$ cat src/design/tepq_pkg.sv
// ----------------------------------------------------------------------------
// tepq_pkg
// Shared codes and types for the timed event priority queue.
// ----------------------------------------------------------------------------
package tepq_pkg;

   localparam int OPCODE_BITS  = 2;
   localparam int STATUS_BITS  = 2;
   localparam int ARRIVAL_BITS = 32;

   localparam logic [OPCODE_BITS-1:0] OP_SEND   = 2'd0;
   localparam logic [OPCODE_BITS-1:0] OP_POP    = 2'd1;
   localparam logic [OPCODE_BITS-1:0] OP_DELETE = 2'd2;

   localparam logic [STATUS_BITS-1:0] STAT_DONE    = 2'd0;
   localparam logic [STATUS_BITS-1:0] STAT_POPPED  = 2'd1;
   localparam logic [STATUS_BITS-1:0] STAT_NOTHING = 2'd2;
   localparam logic [STATUS_BITS-1:0] STAT_FULL    = 2'd3;

   typedef struct packed {
      logic clear;    // drop the current best, start a new sweep
      logic sample;   // entry on the read port is live and valid
   } scan_ctl_type;

endpackage

$ cat src/design/tepq_scan.sv
// ----------------------------------------------------------------------------
// tepq_scan
// Sweep tracker: keeps the earliest entry seen (deadline, then arrival).
// ----------------------------------------------------------------------------
module tepq_scan #(
   parameter int TIME_BITS   = 48,
   parameter int HANDLE_BITS = 16,
   parameter int IDX_BITS    = 6
) (
   input  logic                              clock,
   input  logic                              reset,
   input  tepq_pkg::scan_ctl_type            ctl,
   input  logic [TIME_BITS-1:0]              ent_deadline,
   input  logic [tepq_pkg::ARRIVAL_BITS-1:0] ent_arrival,
   input  logic [HANDLE_BITS-1:0]            ent_payload,
   input  logic [IDX_BITS-1:0]               ent_idx,
   output logic                              best_found,
   output logic [TIME_BITS-1:0]              best_deadline,
   output logic [tepq_pkg::ARRIVAL_BITS-1:0] best_arrival,
   output logic [HANDLE_BITS-1:0]            best_payload,
   output logic [IDX_BITS-1:0]               best_idx
);

   logic                              found_ff, found_in;
   logic [TIME_BITS-1:0]              dl_ff;
   logic [tepq_pkg::ARRIVAL_BITS-1:0] arr_ff;
   logic [HANDLE_BITS-1:0]            pay_ff;
   logic [IDX_BITS-1:0]               idx_ff;
   logic                              take;

   always_comb begin
      take = ctl.sample && (!found_ff || (ent_deadline < dl_ff) ||
             ((ent_deadline == dl_ff) && (ent_arrival < arr_ff)));
      if (ctl.clear) begin
         found_in = 1'b0;
      end else begin
         found_in = found_ff || take;
      end
   end

   always_ff @(posedge clock) begin
      if (reset) begin
         found_ff <= 1'b0;
      end else begin
         found_ff <= found_in;
      end
   end

   always_ff @(posedge clock) begin
      if (take && !ctl.clear) begin
         dl_ff  <= ent_deadline;
         arr_ff <= ent_arrival;
         pay_ff <= ent_payload;
         idx_ff <= ent_idx;
      end
   end

   assign best_found    = found_ff;
   assign best_deadline = dl_ff;
   assign best_arrival  = arr_ff;
   assign best_payload  = pay_ff;
   assign best_idx      = idx_ff;

endmodule

$ cat config.mk
export PLATFORM = sky130hd
export DESIGN_NAME = tepq_scan
export DESIGN_NICKNAME = d
export VERILOG_FILES = /design/src/design/tepq_pkg.sv /design/src/design/tepq_scan.sv
export SDC_FILE = /design/constraint.sdc
export NUM_CORES = 1
export LEC_CHECK = 0
export BUFFER_PORTS_ARGS = -buffer_cell sky130_fd_sc_hd__buf_2
export CORE_MARGIN = 4
export CORE_UTILIZATION = 30
export CTS_BUF_LIST = sky130_fd_sc_hd__clkbuf_2 sky130_fd_sc_hd__clkbuf_4 sky130_fd_sc_hd__clkbuf_8
export CTS_CLUSTER_SIZE = 40
export DETAILED_ROUTE_END_ITERATION = 8
export SYNTH_ARGS = -nofsm -noshare
export SYNTH_HDL_FRONTEND = slang
export SYNTH_SLANG_ARGS = --single-unit
$ cat constraint.sdc
create_clock -name clock -period 6.6 [get_ports clock]
set_clock_uncertainty 0.05 [all_clocks]
set_input_delay 1.32 -clock clock [delete_from_list [all_inputs] [get_ports clock]]
set_output_delay 1.32 -clock clock [all_outputs]
set_load 0.01 [all_outputs]
* Word-level counts from Yosys, hierarchy flattened *
Cells that the tools add are included.

word-level totals
  register bits = 103
  input bits = 106
  output and inout bits = 103
  word-level logic and storage cells = 17

cells by class
  magnitude comparators = 2
  equality and inequality tests = 1
  reductions and logical operators = 9

operator list
  cell                         count
  48-bit equality test         1
  48-bit less-than comparator  1
  32-bit less-than comparator  1
  1-bit logical AND            3
  1-bit logical OR             3
  1-bit zero test              2
  2-bit OR reduction           1

* Longest topological paths before layout *
Gate-level depths: netlist (run 1).

  depth in word-level cells = 5
  mapped depth = 8
  depth with buffers taken out = 8

* Least setup slack after synthesis (run 1) *
Ideal clock, no wire load.

  path kind = input port to flip-flop
  start point = in ent_arrival[9] (netlist bit)
  end point = reg arr_ff, in the netlist best_arrival[0] (enable)
  setup time = 0.487 ns
  arrival = 5.433 ns
  required time = 6.063 ns
  path slack = 0.630 ns
  stages on the path = 7
  path buffers = 0
  cells stage by stage = ha_1 a21o_1 a21o_1 a221o_1 a2111oi_2 o21ai_1 o2bb2ai_2

between the ends
  cells in the longest elaborated chain, start to end = 5

ends and longest elaborated chain
  item                         line             source
  from (decl)                  tepq_scan.sv:14  input logic [tepq_pkg::ARRIVAL_BITS-1:0] ent_arrival,
  32-bit less-than comparator  tepq_scan.sv:33  ((ent_deadline == dl_ff) && (ent_arrival < arr_ff)));
  1-bit logical AND            tepq_scan.sv:33
  1-bit logical OR             tepq_scan.sv:32  take = ctl.sample && (!found_ff || (ent_deadline < dl_ff) ||
  1-bit logical AND            tepq_scan.sv:32
  1-bit logical AND            tepq_scan.sv:50  if (take && !ctl.clear) begin
  to (signal assigned)         tepq_scan.sv:52  arr_ff <= ent_arrival;
  to (decl)                    tepq_scan.sv:26  logic [tepq_pkg::ARRIVAL_BITS-1:0] arr_ff;

Every way passes these cells.
A chain may end at the register's enable or synchronous reset.

* Worst setup path after layout (run 1) *
  start point = in ent_arrival[9] (netlist bit)
  end point = reg pay_ff[8], in the netlist best_payload[8] (enable)

between the ends
  cells in the longest elaborated chain, start to end = 5

ends and longest elaborated chain
  item                         line             source
  32-bit less-than comparator  tepq_scan.sv:33
  1-bit logical AND            tepq_scan.sv:33
  1-bit logical OR             tepq_scan.sv:32
  1-bit logical AND            tepq_scan.sv:32
  1-bit logical AND            tepq_scan.sv:50
  to (signal assigned)         tepq_scan.sv:53  pay_ff <= ent_payload;
  to (decl)                    tepq_scan.sv:27  logic [HANDLE_BITS-1:0] pay_ff;

Every way passes these cells.

==> flow_summary.json, run 1 <==
{
  "status": "complete, no violations",
  "cp-start-kind": "input port",
  "clk_pin_slew_worst_paths_ns": 0.10,
  "grt_use_total_pct": 12.8,
  "hold_path_class": "reg2reg",
  "ff_latch_area_um2": 3080,
  "tritoncts": "yes",
  "wl_um": 12500,
  "power.leakage_nw": 3.21,
  "r2r_cells": 9,
  "layout-drive-gt1-share_pct": 37.8,
  "fp.dieArea_um2": 19200,
  "num_rows": 47,
  "use_met1_pct": 16.1,
  "die_h_um": 138,
  "multi_input_area_um2": 1730,
  "r2r_end": "best_payload[8]",
  "syn_to_final_growth_pct": 30.0,
  "hold_viol": 0,
  "core_area_um2": 16600,
  "yosysSeqAreaShare_pct": 60.4,
  "ir_drop_mv": 0.0834,
  "cts_hold_repair.buffers": 0,
  "ys.flop_type": "edfxtp_1",
  "fin_area_um2": 6640,
  "worst_pin_slew_ns": 0.830,
  "viasPerCell": 4.44,
  "synth_top_area_cell": "edfxtp_1",
  "post_dp_cell_area_um2": 6460,
  "yosysUniqueCellTypes": 34,
  "antenna_found_initial": 3,
  "rrSetupSlack_ns": 3.27,
  "finalMaxSlewViolations": 0,
  "overflow": 0,
  "path_common_cell": "a21o_1",
  "insertion_delay_ns": 0.38,
  "post-cts-setup-buffers": 0,
  "ys_warn_count": 0,
  "fmax_ghz": 0.251,
  "detail-route-antenna-nets": 0,
  "grt_pass1_vias": 3885,
  "root_buffer": "clkbuf_8",
  "synth_top_area_share_pct": 60.0,
  "synth-edff-count": 102,
  "syn_nets": 569,
  "drtIter0Drc": 130,
  "cts-resized-gates": 0,
  "relSlewSlack_pct": 44.7,
  "drv_cap": 0,
  "finalSetupViolations": 0,
  "synthTopCellsByArea": "edfxtp_1 (60%), ha_1 (19%), inv_1 (6.0%), a21oi_1 (2.5%), a21o_1 (1.6%)",
  "io-pin-count": 209,
  "io_buffers": 208,
  "busiest_layer": "met2",
  "crit_arrival_ns": 3.95,
  "hp-start": "best_found",
  "grt_pass1_wl_um": 19700,
  "grt_start_max_net_pins": 65,
  "dr_total_vias": 3694,
  "async_reset_ff_share_pct": 0,
  "gp_congestion": 0.804,
  "cts_buffers": 9,
  "end_kind": "register",
  "cp-startpoint": "ent_arrival[9]",
  "use_met3_pct": 5.08,
  "grtUsageMet2_pct": 20.9,
  "power_mw": 1.42,
  "htreeDepth": 3,
  "syn_inst": 384,
  "period_minus_slack_ns": 3.99,
  "netlist_area_um2": 5100,
  "fillCellCount": 1668,
  "holdPathStages": 2,
  "rsz0062_at_grt": "no",
  "crit_required_ns": 6.56,
  "slowest_stage": "buf_4",
  "crit_chain": "buf_2 > ha_1 > a21o_1 > a21o_1 > a221o_1 > a2111oi_2 > o21ai_1 > o2bb2ai_4 > buf_4",
  "cpPeakStageDelay_ns": 0.68,
  "initial_utilization_pct": 30.7,
  "die_w_um": 138,
  "clkSinkCount": 103,
  "critPathKind": "in2reg",
  "finalCritPeriodShare_pct": 60.4,
  "fin_setup_tns_ns": 0,
  "hold_end": "best_found",
  "avgSynthCellArea_um2": 13.3,
  "clockBufferDepth": 2,
  "p_per_area_nw_per_um2": 215,
  "drc": 0,
  "timing.rr.start": "best_arrival[9]",
  "drtPass1Iterations": 5,
  "crit_fanout": 64,
  "dpl.hpwl_um": 10200,
  "fin_hold_ws_ns": 0.510,
  "avgRoutedWirePerCell_um": 15.0,
  "finalNetCount": 791,
  "ys_seq_elements": 103
}
[worst max-delay path: cells and delay by family]
kind	cells	cell delay, ns
compound gates	6	1.53
buf+inv	2	0.79
fa+ha+maj	1	0.30
[synth_stat cells (2+ instances only)]
cell	n
and4_1	3
a2111oi_2	2
o211ai_1	2
nor2_1	7
a21boi_0	2
inv_1	82
nand3_1	8
nand2_1	17
o21ai_0	7
a221oi_1	3
a2111oi_0	2
ha_1	79
edfxtp_1	102
nor4_1	3
nand4_1	10
a21o_1	11
a21oi_1	26
and3_1	2
[routing by layer]
layer / part of all wire [%] / routed length, um
met1: 43 / 5360
met3: 8.8 / 1090
met5: 0.17 / 21
met4: 0.76 / 94
met2: 47 / 5880
[stage by stage]
step	setup WS, ns	utilization (%)	instances
6_report	2.61	39.9	832
5_1_grt	2.41	39.9	832
4_1_cts	2.55	39.9	831
3_5_place_dp	2.12	38.8	815
3_3_place_gp	2.17	38.8	815
2_1_floorplan	0.630	-	384
[worst max-delay path by stage]
stage                     cells after the start  slack (ns)                 to
after floorplan                               7        0.63    best_arrival[0]
after global placement                        9        2.17   best_payload[14]
after detailed placement                      9        2.12        best_idx[5]
after CTS                                     9        2.55  best_deadline[13]
after global routing                          9        2.41    best_payload[8]
final                                         9        2.61    best_payload[8]
[state kept, by name, indices dropped and copies added, names as in the netlist]
signal	count
best_arrival	32
best_payload	16
best_idx	6
best_found	1
best_deadline	48
[layout by cell type, fill, tap and decap left out, types with 8 or more instances in the layout]
master and instances:
buf_2 208, clkbuf_8 9, nand3_1 8, inv_1 82, nand4_1 10, a21oi_1 26, a21o_1 11, ha_1 79
nand2_1 17, edfxtp_1 102
[final cells by class]
type / instances / share of cell area [%]
sequential: 103 / 46.5
multi-input combinational: 199 / 26.0
timing repair buffer: 211 / 16.0
inverter: 82 / 4.64
tap: 220 / 4.15
clock buffer: 9 / 1.87
clock inverter: 7 / 0.811
antenna: 1 / 0.0377
[kinds of logic after synthesis]
family | after synthesis | synth area share [%]
buffers and inverters | 82 | 6.03
adders and majority gates | 79 | 19.4
DFF | 103 | 60.4
and+or+nand+nor | 57 | 5.91
AOI/OAI and AO/OA | 63 | 8.31
[power by group]
group | total (mW) | switching [mW] | internal, mW
clock | 0.374 | 0.233 | 0.141
combinational | 0.253 | 0.146 | 0.107
sequential | 0.797 | 0.0192 | 0.778
total | 1.42 | 0.398 | 1.03
Note: power is estimated with default switching activity, not from simulation.
==> inputs of run 2 (changes only) <==
==> constraint.sdc (replaced) <==
create_clock -name clock -period 3.8 [get_ports clock]
set_clock_uncertainty 0.05 [all_clocks]
set_input_delay 0.76 -clock clock [delete_from_list [all_inputs] [get_ports clock]]
set_output_delay 0.76 -clock clock [all_outputs]
set_load 0.01 [all_outputs]
==> flow_summary.json, run 2 (same netlist as run 1, synthesis figures left out) <==
{
  "status": "complete, no violations",
  "cp-start-kind": "input port",
  "tritoncts": "yes",
  "initial_utilization_pct": 30.7,
  "clockBufferDepth": 2,
  "io-pin-count": 209,
  "avgRoutedWirePerCell_um": 15.2,
  "grt_use_total_pct": 13.2,
  "fillCellCount": 1616,
  "viasPerCell": 4.45,
  "rsz0062_at_grt": "no",
  "grt_start_max_net_pins": 49,
  "end_kind": "register",
  "internal_power_mw": 1.85,
  "p_seq_share_pct": 54.4,
  "drtIter0Drc": 132,
  "wl_um": 12600,
  "detail-route-antenna-nets": 0,
  "crit_arrival_ns": 3.13,
  "hold_path_class": "in2reg",
  "syn_to_final_growth_pct": 31.5,
  "worst_pin_slew_ns": 0.430,
  "post-cts-setup-buffers": 0,
  "period_minus_slack_ns": 3.11,
  "p_comb_share_pct": 17.8,
  "overflow": 0,
  "gp_congestion": 0.842,
  "swShare_pct": 27.2,
  "largest_reg_flops": 48,
  "relSlewSlack_pct": 70.6,
  "io_buffers": 208,
  "drc": 0,
  "finalCritPeriodShare_pct": 81.8,
  "p_sw_mw": 0.692,
  "multi_input_area_um2": 1760,
  "finalMaxSlewViolations": 0,
  "htreeDepth": 3,
  "hold_viol": 0,
  "die_h_um": 138,
  "crit_required_ns": 3.82,
  "cts_buffers": 9,
  "clk_pin_slew_worst_paths_ns": 0.09,
  "insertion_delay_ns": 0.39,
  "grt_pass1_wl_um": 20200,
  "cts_hold_repair.buffers": 0,
  "fp.dieArea_um2": 19200,
  "finalSetupViolations": 0,
  "crit_fanout": 17,
  "layout_commonest_cell": "buf_2",
  "antenna_found_initial": 2,
  "dp_slack_ns": 0.199,
  "clkSinkCount": 103,
  "num_rows": 47,
  "post_dp_cell_area_um2": 6520,
  "layout_common_cells": "buf_2 (208), edfxtp_1 (102), inv_1 (82)",
  "layout-drive-gt1-share_pct": 38.6,
  "ir_drop_mv": 0.205,
  "drv_cap": 0,
  "fmax_ghz": 0.322,
  "core_area_um2": 16600,
  "num_antenna_cells": 0,
  "fin_hold_ws_ns": 0.481,
  "fin_ws_ns": 0.691,
  "dpl.hpwl_um": 10300,
  "fin_setup_tns_ns": 0,
  "p_per_area_nw_per_um2": 378,
  "cts-resized-gates": 0,
  "dr_total_vias": 3706,
  "die_w_um": 138,
  "power.leakage_nw": 3.24,
  "p_clk_share_pct": 27.8,
  "finalNetCount": 792,
  "ff_latch_area_um2": 3080,
  "grt_pass1_vias": 3979,
  "root_buffer": "clkbuf_8",
  "critPathKind": "in2reg",
  "drtPass1Iterations": 4,
  "fin_area_um2": 6720
}
==> run 2: cell types whose count changed in the layout (fill, tap and decap cells not counted), moves of 2 or more <==
cell,change
buf_12,+2
inv_6,-2
nor4_1,-2
nor4_2,+2
==> run 2: cell type report <==
type / count / area share (%)
clock buffers: 9 / 1.84
multi-input cells: 199 / 26.2
repair buffers: 212 / 16.3
clock inverters: 7 / 1.06
inverters: 82 / 4.58
well taps: 220 / 4.10
flip-flops and latches: 103 / 45.9
==> run 2: final timing paths <==
kind | startpoint | end | slack (ns) | cells past startpoint
worst max-delay path | ent_deadline[45] | best_deadline[10] | 0.69 | 9
worst min-delay path | reset | best_found | 0.48 | 2
worst max register to register | best_deadline[45] | best_deadline[10] | 0.77 | 9
worst min register to register | best_found | best_found | 0.52 | 2
==> run 2: critical path, cell delays in order <==
cell and delay (ns):
buf_2 0.11, ha_1 0.31, a21o_1 0.16, a21o_1 0.18
a2111oi_0 0.46, o221ai_1 0.25, a41oi_1 0.32, o2bb2ai_4 0.24
buf_4 0.33
==> run 2: layer usage <==
metal	GRT usage [%]	routed length, um	vias to the layer above	share of wire [%]
met5	0	21	-	0.17
met4	5.77	302	4	2.4
met3	4.77	1130	24	8.9
met2	21.1	5790	139	46
met1	15.9	5390	1688	43
li1	-	-	1851	-
==> run 2: power groups by stage <==
stage / combinational (mW) / clock [mW] / sequential [mW]
CTS: 0.465 / 0.748 / 1.38
floorplan: 0.195 / 0 / 1.45
global placement: 0.448 / 0 / 1.41
finish: 0.453 / 0.706 / 1.38
global route: 0.517 / 0.800 / 1.39
detailed placement: 0.463 / 0 / 1.41
==> run 2: metrics by stage <==
stage               util (%)  cells  total power, mW
finish                  40.4    832             2.54
global placement        39.2    816             1.86
floorplan                  -    384             1.65
detailed placement      39.2    816             1.87
global route            40.4    832             2.71
CTS                     40.4    832             2.60
